==> src/hdl/outcode_line_clipper_top_assert.svh <==
// assertion macros for the outcode line clipper top level
// used by outcode_line_clipper_top.sv only
`ifndef OUTCODE_LINE_CLIPPER_TOP_ASSERT_SVH
`define OUTCODE_LINE_CLIPPER_TOP_ASSERT_SVH

// implication checked every clock outside reset
`define OLC_ASSERT_IMPL(label, clk, rst, ante, cons, msg) \
   label: assert property (@(posedge clk) disable iff (rst) (ante) |-> (cons)) \
      else $error(msg);

// next-cycle implication checked every clock outside reset
`define OLC_ASSERT_NEXT(label, clk, rst, ante, cons, msg) \
   label: assert property (@(posedge clk) disable iff (rst) (ante) |=> (cons)) \
      else $error(msg);

`endif

==> src/hdl/olc_pkg.sv <==
// shared types, constants and codes for the outcode line clipper
// no dependencies
`timescale 1ns / 1ps
`default_nettype none
package olc_pkg;
   localparam int COORD_BITS_DEF = 16;
   localparam int ROUND_LIMIT = 8;
   localparam int ROUND_BITS = 4;

   localparam logic [3:0] CODE_LEFT   = 4'b0001;
   localparam logic [3:0] CODE_RIGHT  = 4'b0010;
   localparam logic [3:0] CODE_BOTTOM = 4'b0100;
   localparam logic [3:0] CODE_TOP    = 4'b1000;

   localparam logic [1:0] CSR_X_MIN = 2'd0;
   localparam logic [1:0] CSR_X_MAX = 2'd1;
   localparam logic [1:0] CSR_Y_MIN = 2'd2;
   localparam logic [1:0] CSR_Y_MAX = 2'd3;

   typedef enum logic [2:0] {
      ST_IDLE,
      ST_CHECK,
      ST_MULT,
      ST_DIV,
      ST_UPDATE,
      ST_DONE
   } state_type;

   // controller to datapath
   typedef struct packed {
      logic load;     // capture input beat
      logic mult;     // form product and divisor
      logic div_step; // one restoring division step
      logic update;   // write the moved endpoint back
      logic finish;   // load the result register
      logic vis;      // visible flag for finish
   } cmd_type;

   // datapath to controller
   typedef struct packed {
      logic [3:0] code_start;
      logic [3:0] code_end;
      logic       div_done;
   } status_type;
endpackage
`default_nettype wire

==> src/hdl/olc_if.sv <==
// valid/ready channel interface with a generic payload
// depends on nothing
`timescale 1ns / 1ps
`default_nettype none
interface olc_if #(
   parameter int WIDTH = 64
) ();
   logic             valid;
   logic             ready;
   logic [WIDTH-1:0] payload;
   modport source (output valid, output payload, input ready);
   modport sink (input valid, input payload, output ready);
endinterface
`default_nettype wire

==> src/hdl/olc_ctrl.sv <==
// controller state machine: rounds of outcode test, multiply and divide
// depends on olc_pkg
`timescale 1ns / 1ps
`default_nettype none
module olc_ctrl (
   input  wire logic               clock,
   input  wire logic               reset,
   input  wire logic               in_valid,
   output logic                    in_ready,
   output logic                    out_valid,
   input  wire logic               out_ready,
   input  wire olc_pkg::status_type status,
   output olc_pkg::cmd_type         cmd
);
   import olc_pkg::*;

   state_type            state_ff, state_in;
   logic [ROUND_BITS-1:0] round_ff, round_in;
   logic                 valid_ff, valid_in;

   always_ff @(posedge clock) begin
      if (reset) begin
         state_ff <= ST_IDLE;
         round_ff <= '0;
         valid_ff <= 1'b0;
      end else begin
         state_ff <= state_in;
         round_ff <= round_in;
         valid_ff <= valid_in;
      end
   end

   always_comb begin
      state_in = state_ff;
      round_in = round_ff;
      valid_in = valid_ff;
      cmd      = '0;
      in_ready = 1'b0;
      if (valid_ff && out_ready) begin
         valid_in = 1'b0;
      end
      case (state_ff)
         ST_IDLE: begin
            in_ready = 1'b1;
            if (in_valid) begin
               cmd.load = 1'b1;
               round_in = '0;
               state_in = ST_CHECK;
            end
         end
         ST_CHECK: begin
            if ((status.code_start | status.code_end) == 4'b0000) begin
               cmd.vis  = 1'b1;
               state_in = ST_DONE;
            end else if ((status.code_start & status.code_end) != 4'b0000 ||
                         round_ff == ROUND_BITS'(ROUND_LIMIT)) begin
               state_in = ST_DONE;
            end else begin
               state_in = ST_MULT;
            end
            // remember the verdict by re-evaluating in done; outcodes hold
         end
         ST_MULT: begin
            cmd.mult = 1'b1;
            state_in = ST_DIV;
         end
         ST_DIV: begin
            cmd.div_step = 1'b1;
            if (status.div_done) begin
               state_in = ST_UPDATE;
            end
         end
         ST_UPDATE: begin
            cmd.update = 1'b1;
            round_in   = round_ff + 1'b1;
            state_in   = ST_CHECK;
         end
         ST_DONE: begin
            // outcodes are unchanged since check, so the verdict is recomputed
            if (!valid_ff || out_ready) begin
               cmd.finish = 1'b1;
               cmd.vis    = ((status.code_start | status.code_end) == 4'b0000);
               valid_in   = 1'b1;
               state_in   = ST_IDLE;
            end
         end
         default: begin
            state_in = ST_IDLE;
         end
      endcase
   end

   assign out_valid = valid_ff;
endmodule
`default_nettype wire

==> src/hdl/olc_dpath.sv <==
// datapath: window registers, endpoints, outcodes, multiplier and serial divider
// depends on olc_pkg
`timescale 1ns / 1ps
`default_nettype none
module olc_dpath #(
   parameter int COORD_BITS = olc_pkg::COORD_BITS_DEF
) (
   input  wire logic                         clock,
   input  wire logic                         reset,
   input  wire logic                         csr_write,
   input  wire logic [1:0]                   csr_index,
   input  wire logic [COORD_BITS-1:0]        csr_data,
   input  wire logic signed [COORD_BITS-1:0] in_sx,
   input  wire logic signed [COORD_BITS-1:0] in_sy,
   input  wire logic signed [COORD_BITS-1:0] in_ex,
   input  wire logic signed [COORD_BITS-1:0] in_ey,
   input  wire olc_pkg::cmd_type              cmd,
   output olc_pkg::status_type                status,
   output logic                              res_vis,
   output logic signed [COORD_BITS-1:0]      res_sx,
   output logic signed [COORD_BITS-1:0]      res_sy,
   output logic signed [COORD_BITS-1:0]      res_ex,
   output logic signed [COORD_BITS-1:0]      res_ey
);
   import olc_pkg::*;

   localparam int W  = COORD_BITS;
   localparam int DW = COORD_BITS + 1;     // difference width, magnitude fits W bits
   localparam int PW = 2 * COORD_BITS;     // product magnitude
   localparam int CW = $clog2(PW + 1);

   typedef logic signed [W-1:0] coord_type;

   coord_type xmin_ff, xmax_ff, ymin_ff, ymax_ff;
   coord_type sx_ff, sy_ff, ex_ff, ey_ff;
   coord_type ox_ff, oy_ff, oex_ff, oey_ff;
   coord_type a1_ff, edge_ff;
   logic      side_ff, horiz_ff, neg_ff;
   logic [PW-1:0] num_ff;
   logic [W:0]    den_ff;
   logic [PW-1:0] quo_ff;
   logic [W:0]    rem_ff;
   logic [CW-1:0] cnt_ff;
   logic          vis_ff;
   coord_type     rsx_ff, rsy_ff, rex_ff, rey_ff;

   function automatic logic [3:0] outcode(coord_type x, coord_type y,
      coord_type x0, coord_type x1, coord_type y0, coord_type y1);
      logic [3:0] c;
      c = 4'b0000;
      if (x < x0) c = c | CODE_LEFT;
      else if (x > x1) c = c | CODE_RIGHT;
      if (y < y0) c = c | CODE_BOTTOM;
      else if (y > y1) c = c | CODE_TOP;
      return c;
   endfunction

   logic [3:0] cs, ce, oc;
   assign cs = outcode(sx_ff, sy_ff, xmin_ff, xmax_ff, ymin_ff, ymax_ff);
   assign ce = outcode(ex_ff, ey_ff, xmin_ff, xmax_ff, ymin_ff, ymax_ff);
   assign oc = (cs != 4'b0000) ? cs : ce;

   // operand selection for the round
   logic      horiz;
   coord_type edge_sel, a1, a2, b1, b2;
   always_comb begin
      horiz = 1'b0;
      edge_sel = xmin_ff;
      if ((oc & CODE_LEFT) != 4'b0000) begin
         edge_sel = xmin_ff;
      end else if ((oc & CODE_RIGHT) != 4'b0000) begin
         edge_sel = xmax_ff;
      end else if ((oc & CODE_BOTTOM) != 4'b0000) begin
         horiz = 1'b1; edge_sel = ymin_ff;
      end else begin
         horiz = 1'b1; edge_sel = ymax_ff;
      end
      a1 = horiz ? sx_ff : sy_ff;
      a2 = horiz ? ex_ff : ey_ff;
      b1 = horiz ? sy_ff : sx_ff;
      b2 = horiz ? ey_ff : ex_ff;
   end

   logic signed [DW-1:0] p_d, n_d, d_d;
   logic [W:0] p_m, n_m, d_m;
   assign p_d = DW'(a2) - DW'(a1);
   assign n_d = DW'(edge_sel) - DW'(b1);
   assign d_d = DW'(b2) - DW'(b1);
   assign p_m = p_d[DW-1] ? (W+1)'(-p_d) : (W+1)'(p_d);
   assign n_m = n_d[DW-1] ? (W+1)'(-n_d) : (W+1)'(n_d);
   assign d_m = d_d[DW-1] ? (W+1)'(-d_d) : (W+1)'(d_d);

   // restoring division step
   logic [W+1:0] trial;
   assign trial = {rem_ff, num_ff[PW-1]} - {1'b0, den_ff};

   coord_type interp;
   logic [W-1:0] q_lo;
   assign q_lo = quo_ff[W-1:0];
   assign interp = neg_ff ? (a1_ff - coord_type'(q_lo)) : (a1_ff + coord_type'(q_lo));

   always_ff @(posedge clock) begin
      if (reset) begin
         xmin_ff <= '0;
         xmax_ff <= coord_type'({1'b0, {(W-1){1'b1}}});
         ymin_ff <= '0;
         ymax_ff <= coord_type'({1'b0, {(W-1){1'b1}}});
         cnt_ff  <= '0;
      end else begin
         if (csr_write) begin
            case (csr_index)
               CSR_X_MIN: xmin_ff <= csr_data;
               CSR_X_MAX: xmax_ff <= csr_data;
               CSR_Y_MIN: ymin_ff <= csr_data;
               CSR_Y_MAX: ymax_ff <= csr_data;
               default: ;
            endcase
         end
         if (cmd.mult) begin
            cnt_ff <= CW'(PW);
         end else if (cmd.div_step && cnt_ff != '0) begin
            cnt_ff <= cnt_ff - 1'b1;
         end
      end
   end

   always_ff @(posedge clock) begin
      if (cmd.load) begin
         sx_ff <= in_sx; sy_ff <= in_sy; ex_ff <= in_ex; ey_ff <= in_ey;
         ox_ff <= in_sx; oy_ff <= in_sy; oex_ff <= in_ex; oey_ff <= in_ey;
      end
      if (cmd.mult) begin
         // product of two magnitudes, each below 2^W
         num_ff   <= PW'(p_m * n_m);
         den_ff   <= d_m;
         quo_ff   <= '0;
         rem_ff   <= '0;
         a1_ff    <= a1;
         edge_ff  <= edge_sel;
         side_ff  <= (cs == 4'b0000);
         horiz_ff <= horiz;
         neg_ff   <= (p_d[DW-1] != n_d[DW-1]) ^ d_d[DW-1];
      end
      if (cmd.div_step && cnt_ff != '0) begin
         num_ff <= {num_ff[PW-2:0], 1'b0};
         if (!trial[W+1]) begin
            rem_ff <= trial[W:0];
            quo_ff <= {quo_ff[PW-2:0], 1'b1};
         end else begin
            rem_ff <= {rem_ff[W-1:0], num_ff[PW-1]};
            quo_ff <= {quo_ff[PW-2:0], 1'b0};
         end
      end
      if (cmd.update) begin
         // a zero divisor keeps a1 as the moved coordinate instead of the quotient
         if (!side_ff) begin
            if (horiz_ff) begin
               sy_ff <= edge_ff; sx_ff <= (den_ff == '0) ? a1_ff : interp;
            end else begin
               sx_ff <= edge_ff; sy_ff <= (den_ff == '0) ? a1_ff : interp;
            end
         end else begin
            if (horiz_ff) begin
               ey_ff <= edge_ff; ex_ff <= (den_ff == '0) ? a1_ff : interp;
            end else begin
               ex_ff <= edge_ff; ey_ff <= (den_ff == '0) ? a1_ff : interp;
            end
         end
      end
      if (cmd.finish) begin
         vis_ff <= cmd.vis;
         rsx_ff <= cmd.vis ? sx_ff : ox_ff;
         rsy_ff <= cmd.vis ? sy_ff : oy_ff;
         rex_ff <= cmd.vis ? ex_ff : oex_ff;
         rey_ff <= cmd.vis ? ey_ff : oey_ff;
      end
   end

   // quotient bits beyond W only matter through wrap, which truncation gives
   assign status.code_start = cs;
   assign status.code_end   = ce;
   assign status.div_done   = (cnt_ff == CW'(1));
   assign res_vis = vis_ff;
   assign res_sx  = rsx_ff;
   assign res_sy  = rsy_ff;
   assign res_ex  = rex_ff;
   assign res_ey  = rey_ff;
endmodule
`default_nettype wire

==> src/hdl/outcode_line_clipper_top.sv <==
// Outcode line clipper: clips one segment per beat against a window
// held in four registers. Each segment runs up to eight rounds of one multiply
// and a 2*COORD_BITS-step restoring division; accepted or trivially rejected
// segments need no round. One segment is in flight at a time; the result
// register lets the next segment start while a result waits.
// depends on olc_pkg, olc_if, olc_ctrl, olc_dpath and the assertion header
`timescale 1ns / 1ps
`default_nettype none
`include "outcode_line_clipper_top_assert.svh"
module outcode_line_clipper_top #(
   parameter int COORD_BITS = olc_pkg::COORD_BITS_DEF
) (
   input  wire logic                  clock,
   input  wire logic                  reset,
   input  wire logic                  csr_write,
   input  wire logic [1:0]            csr_index,
   input  wire logic [COORD_BITS-1:0] csr_data,
   olc_if.sink                        req,
   olc_if.source                      rsp
);
   import olc_pkg::*;

   cmd_type    cmd;
   status_type status;
   logic       in_ready, out_valid, res_vis;
   logic signed [COORD_BITS-1:0] res_sx, res_sy, res_ex, res_ey;

   // req payload: start_x, start_y, end_x, end_y from low bits up
   olc_ctrl u_ctrl (
      .clock     (clock),
      .reset     (reset),
      .in_valid  (req.valid),
      .in_ready  (in_ready),
      .out_valid (out_valid),
      .out_ready (rsp.ready),
      .status    (status),
      .cmd       (cmd)
   );

   olc_dpath #(.COORD_BITS(COORD_BITS)) u_dpath (
      .clock     (clock),
      .reset     (reset),
      .csr_write (csr_write),
      .csr_index (csr_index),
      .csr_data  (csr_data),
      .in_sx     (req.payload[COORD_BITS-1:0]),
      .in_sy     (req.payload[2*COORD_BITS-1:COORD_BITS]),
      .in_ex     (req.payload[3*COORD_BITS-1:2*COORD_BITS]),
      .in_ey     (req.payload[4*COORD_BITS-1:3*COORD_BITS]),
      .cmd       (cmd),
      .status    (status),
      .res_vis   (res_vis),
      .res_sx    (res_sx),
      .res_sy    (res_sy),
      .res_ex    (res_ex),
      .res_ey    (res_ey)
   );

   assign req.ready   = in_ready;
   assign rsp.valid   = out_valid;
   // rsp payload: visible, then the four coordinates
   assign rsp.payload = {res_ey, res_ex, res_sy, res_sx, res_vis};

   `OLC_ASSERT_NEXT(a_finish_valid, clock, reset, cmd.finish, rsp.valid, "result not raised")
   `OLC_ASSERT_IMPL(a_one_cmd, clock, reset, 1'b1,
      $onehot0({cmd.load, cmd.mult, cmd.div_step, cmd.update, cmd.finish}), "command overlap")
   `OLC_ASSERT_IMPL(a_load_ready, clock, reset, cmd.load, req.ready && req.valid, "load w/o beat")
endmodule
`default_nettype wire

==> src/flat_wrapper.sv <==
// flat-port wrapper written by rule: the top's interface ports become plain ports
module outcode_line_clipper_top_flat import olc_pkg::*;
#(
   parameter int COORD_BITS = olc_pkg::COORD_BITS_DEF
)
  (clock, reset, csr_write, csr_index, csr_data, req_valid, req_payload, req_ready, rsp_valid, rsp_payload, rsp_ready);
  olc_if #(.WIDTH(4*(16))) req_i ();
  olc_if #(.WIDTH(4*(16)+1)) rsp_i ();
  input  wire logic clock;
  input  wire logic reset;
  input  wire logic csr_write;
  input  wire logic [1:0] csr_index;
  input  wire logic [COORD_BITS-1:0] csr_data;
  input wire logic [$bits(req_i.valid)-1:0] req_valid;
  input wire logic [$bits(req_i.payload)-1:0] req_payload;
  output wire logic [$bits(req_i.ready)-1:0] req_ready;
  output wire logic [$bits(rsp_i.valid)-1:0] rsp_valid;
  output wire logic [$bits(rsp_i.payload)-1:0] rsp_payload;
  input wire logic [$bits(rsp_i.ready)-1:0] rsp_ready;
  assign req_i.valid = req_valid;
  assign req_i.payload = req_payload;
  assign req_ready = req_i.ready;
  assign rsp_valid = rsp_i.valid;
  assign rsp_payload = rsp_i.payload;
  assign rsp_i.ready = rsp_ready;
  outcode_line_clipper_top #(.COORD_BITS(COORD_BITS)) u_core (.clock(clock), .reset(reset), .csr_write(csr_write), .csr_index(csr_index), .csr_data(csr_data), .req(req_i), .rsp(rsp_i));
endmodule
==> config.mk <==
export PLATFORM = sky130hd
export DESIGN_NAME = outcode_line_clipper_top_flat
export DESIGN_NICKNAME = d
export VERILOG_FILES = /design/src/hdl/olc_pkg.sv /design/src/hdl/olc_if.sv /design/src/hdl/olc_ctrl.sv /design/src/hdl/olc_dpath.sv /design/src/hdl/outcode_line_clipper_top.sv /design/src/flat_wrapper.sv
export VERILOG_INCLUDE_DIRS = /design/src /design/src/hdl
export SDC_FILE = /design/constraint.sdc
export NUM_CORES = 2
export LEC_CHECK = 0
export BUFFER_PORTS_ARGS = -buffer_cell sky130_fd_sc_hd__buf_2
export CAP_MARGIN = 15
export CORE_MARGIN = 1.5
export CORE_UTILIZATION = 45
export CTS_BUF_LIST = sky130_fd_sc_hd__clkbuf_8
export DETAILED_ROUTE_END_ITERATION = 8
export PLACE_DENSITY = 0.67
export SLEW_MARGIN = 40
export SYNTH_ARGS = -nofsm -noshare
export SYNTH_HDL_FRONTEND = slang
export SYNTH_HIERARCHICAL = 1
export SYNTH_SLANG_ARGS = --single-unit
==> constraint.sdc <==
create_clock -name clock -period 15.6 [get_ports clock]
set_input_delay 0.78 -clock clock [delete_from_list [all_inputs] [get_ports clock]]
set_output_delay 0.78 -clock clock [all_outputs]
set_load 0.02 [all_outputs]
==> Flow_metrics.wiki <==
{| class="wikitable"
! Metric !! Value
|-
| Post-synthesis instance total || around 3,600
|-
| Total of hold buffers inserted after clock tree synthesis || 0
|-
| Starting DRT DRC Count || 2,343
|-
| Clock period minus worst slack || 14,570 ps
|-
| Portion of the clock cycle consumed by the worst path in the final layout || slightly above 90%
|-
| DRC violation count after routing || 0
|-
| Number of nets in the synthesized netlist || ~4,300
|-
| Area growth from synthesis to layout || 10.7%
|-
| Number of flops mapped to enable cells by yosys || approximately 250
|-
| Average vias per placed instance || between 5 and 6
|-
| Status || complete, no violations
|-
| Critical Path AT || ~15,000 ps
|-
| Pin count of the biggest net entering global routing || 136
|-
| Via count of the first global-routing pass || 25,900
|-
| Clock slew at reported path FFs || around 60 ps
|-
| Cell at the root of the clock tree || clkbuf_8
|-
| Clock sink count || 388
|-
| Post-route insts no fill || roughly 4,800
|-
| Highest clock rate || about 69 MHz
|-
| Count of final setup violators || 0
|-
| Number of clock buffers inserted by TritonCTS || 73
|-
| Hold Violations, Final || 0
|-
| Top cells by area in the synthesized netlist || edfxtp_1, fa_1, ha_1
|-
| Number of iterations in the first detailed-routing pass || 5
|-
| Share of flip-flops with an asynchronous set or reset || 0%
|-
| Data required, critical path || 16,010 ps
|-
| Die Y-Extent || between 200 and 300 µm
|-
| Global-route usage over all layers || between 20% and 30%
|-
| Worst Setup Path Type || register to register
|-
| Worst slew margin relative to its limit || 38.0%
|-
| Antenna viol nets, final || 0
|-
| Total of warnings raised by yosys || 6
|-
| Worst-Margin Slew || 905 ps
|-
| Synthesized flop and latch total || 388
|-
| Fraction of post-synthesis cell area in the top cell type by area || a little over a fifth
|-
| Placed Cells || roughly 4,700
|-
| Max-cap check violation count || 0
|-
| Primary flip-flop cell chosen by synthesis mapping || edfxtp_1
|-
| Initial antenna violation count || 2
|-
| Startpoint of the worst setup timing path || u_core/u_dpath/sx_ff[2]
|-
| Half-perimeter wire length of the detailed placement result || 79,000 µm
|-
| Setup repair after global routing missed its margin || false
|-
| Clock Tree Buf Depth || 3
|-
| Cell type of the slowest stage on the worst timing path || or4_2
|-
| Max Fanout on Critical Path || 27
|-
| Endpoint class of the critical path || register
|-
| TritonCTS clock tree || built
|-
| CTS H-Tree Depth || 3
|-
| Top cells by instance count after synthesis || nand2_1, inv_1, ha_1
|-
| Placement row count || 100
|-
| Weighted congestion reported at the end of routability-driven placement || between 1 and 1.5
|-
| CP most frequent cell || o21ai_0
|-
| Min-Delay Startpoint || req_payload[58]
|-
| Post-synth design cell area || between 0.03 and 0.04 mm²
|-
| Number of top-level pins || 154
|-
| Most used standard cell by instance count after synthesis || nand2_1
|-
| Hold crit path type || input pin to register
|-
| Initial standard-cell utilization of the core || a little under half
|-
| GRT overflow || 0
|-
| Maximum clock skew at final layout || about 40 ps
|-
| Fin nets || approximately 4,400
|-
| Final setup TNS || 0 ps
|-
| Routed wire per std cell || a little over 20 µm
|-
| Family of cells with the greatest summed delay on the critical path || compound AO/OA/AOI/OAI gates
|-
| Beginning of the worst register-to-register path || u_core/u_dpath/sx_ff[2]
|-
| Fraction of final layout cells sized beyond drive strength 1 || 13.9%
|-
| Post-synthesis cell type count || just over 90
|-
| Via Count || 26,800
|-
| Largest area contributor in the synthesized netlist || edfxtp_1
|-
| Worst stage delay on the critical path || ~1000 ps
|-
| Area inside the core boundary || ~0.074 mm²
|-
| Buffers added on ports || between 150 and 200
|-
| Average footprint of a synthesized cell || roughly 9.3 µm²
|-
| Critical path buffer and inverter count || 8
|-
| Max-slew violations || 0
|-
| Total Die Area || roughly 0.077 mm²
|-
| Final WL || 100,000 µm
|-
| First-pass GRT wire length || between 150,000 and 200,000 µm
|-
| Floorplan die width || between 200 and 300 µm
|-
| Buffers inserted during post-CTS setup optimization || 0
|-
| Category of the worst setup path launch point || register
|-
| Clock latency of the later-clocked register in the worst-skew pair || a little under 700 ps
|-
| Seq/Total Area, Yosys || a little under a third
|}
==> timing repair <==
action,CTS,global route
endpoints found under the hold margin,0,0
setup endpoints to repair,0,4
resized for setup,0,3
==> worst paths after layout <==
path	to	slack (ps)	cells after the start
worst max-delay path	u_core/u_dpath/num_ff[31]	1030	49
worst min-delay path	u_core/u_dpath/oey_ff[10]	300	1
worst max register to register	u_core/u_dpath/num_ff[31]	1030	49
worst min register to register	u_core/u_dpath/xmin_ff[9]	450	2
==> registers in the layout, indices dropped and copies added, names as in the netlist, 6 cells and up <==
signal,count
u_core/u_dpath/quo_ff,16
u_core/u_dpath/edge_ff,16
u_core/u_dpath/res_sx,16
u_core/u_dpath/xmax_ff,16
u_core/u_dpath/oey_ff,16
u_core/u_dpath/a1_ff,16
u_core/u_dpath/ox_ff,16
u_core/u_dpath/den_ff,17
u_core/u_dpath/num_ff,32
u_core/u_dpath/ymin_ff,16
u_core/u_dpath/ymax_ff,16
u_core/u_dpath/ex_ff,16
u_core/u_dpath/res_ex,16
u_core/u_dpath/res_sy,16
u_core/u_dpath/res_ey,16
u_core/u_dpath/cnt_ff,6
u_core/u_dpath/sy_ff,16
u_core/u_dpath/oy_ff,16
u_core/u_dpath/xmin_ff,16
u_core/u_dpath/sx_ff,16
u_core/u_dpath/oex_ff,16
u_core/u_dpath/ey_ff,16
u_core/u_dpath/rem_ff,17
==> layout make-up <==
type / count / area [µm²]
clock buffer: 79 / 1090
inverter: 474 / 1780
antenna: 1 / 2.50
tap: 969 / 1210
sequential: 388 / 10200
fill: 6954 / 37000
clock inverter: 54 / 382
timing repair buffer: 228 / 1360
multi-input combinational: 2645 / 21300
==> metrics by stage <==
stage	util [%]	worst slack [ps]	instance area, µm²	hold slack [ps]
2_1_floorplan	-	2290	33800	436
3_3_place_gp	48.2	872	35800	442
3_5_place_dp	48.3	644	35900	447
4_1_cts	50.2	644	37300	232
5_1_grt	50.3	69.4	37400	254
6_report	50.3	1030	37400	296
==> kinds of logic (layout without fill, tap and decap cells) <==
logic type / Yosys count / count (layout) / synth area share [%]
DFF: 388 / 388 / 30.3
other: 0 / 1 / 0
adders and majority gates: 545 / 545 / 25.2
buffers and inverters: 612 / 835 / 6.91
AOI/OAI and AO/OA: 605 / 605 / 11.1
xor gates and xnor gates: 145 / 145 / 3.87
muxes: 224 / 224 / 7.22
and+or+nand+nor: 1126 / 1126 / 15.4
==> routing by layer <==
| layer | track usage, % | vias to the layer above | share of wire [%] |
|---|---|---|---|
| met5 | 0 | - | 0 |
| met4 | 8.81 | 0 | 3.4 |
| met3 | 4.55 | 162 | 7.8 |
| met2 | 40.3 | 951 | 44 |
| met1 | 37.1 | 13000 | 45 |
| li1 | - | 12700 | - |
==> layout by cell type, fill, tap and decap left out, types with 56 or more instances in the layout <==
| master | instances |
|---|---|
| mux2_2 | 148 |
| xnor2_1 | 100 |
| dfxtp_1 | 143 |
| buf_4 | 69 |
| nand2_1 | 527 |
| buf_2 | 153 |
| nor2_1 | 210 |
| fa_1 | 228 |
| edfxtp_1 | 245 |
| mux2i_1 | 74 |
| inv_1 | 488 |
| and2_1 | 61 |
| nor3_1 | 56 |
| clkbuf_8 | 79 |
| o21ai_0 | 216 |
| a21oi_1 | 146 |
| ha_1 | 304 |
Power is left out: the tool's default activity adds up to more than one toggle a clock period on the data nets, which glitch-free logic cannot reach.
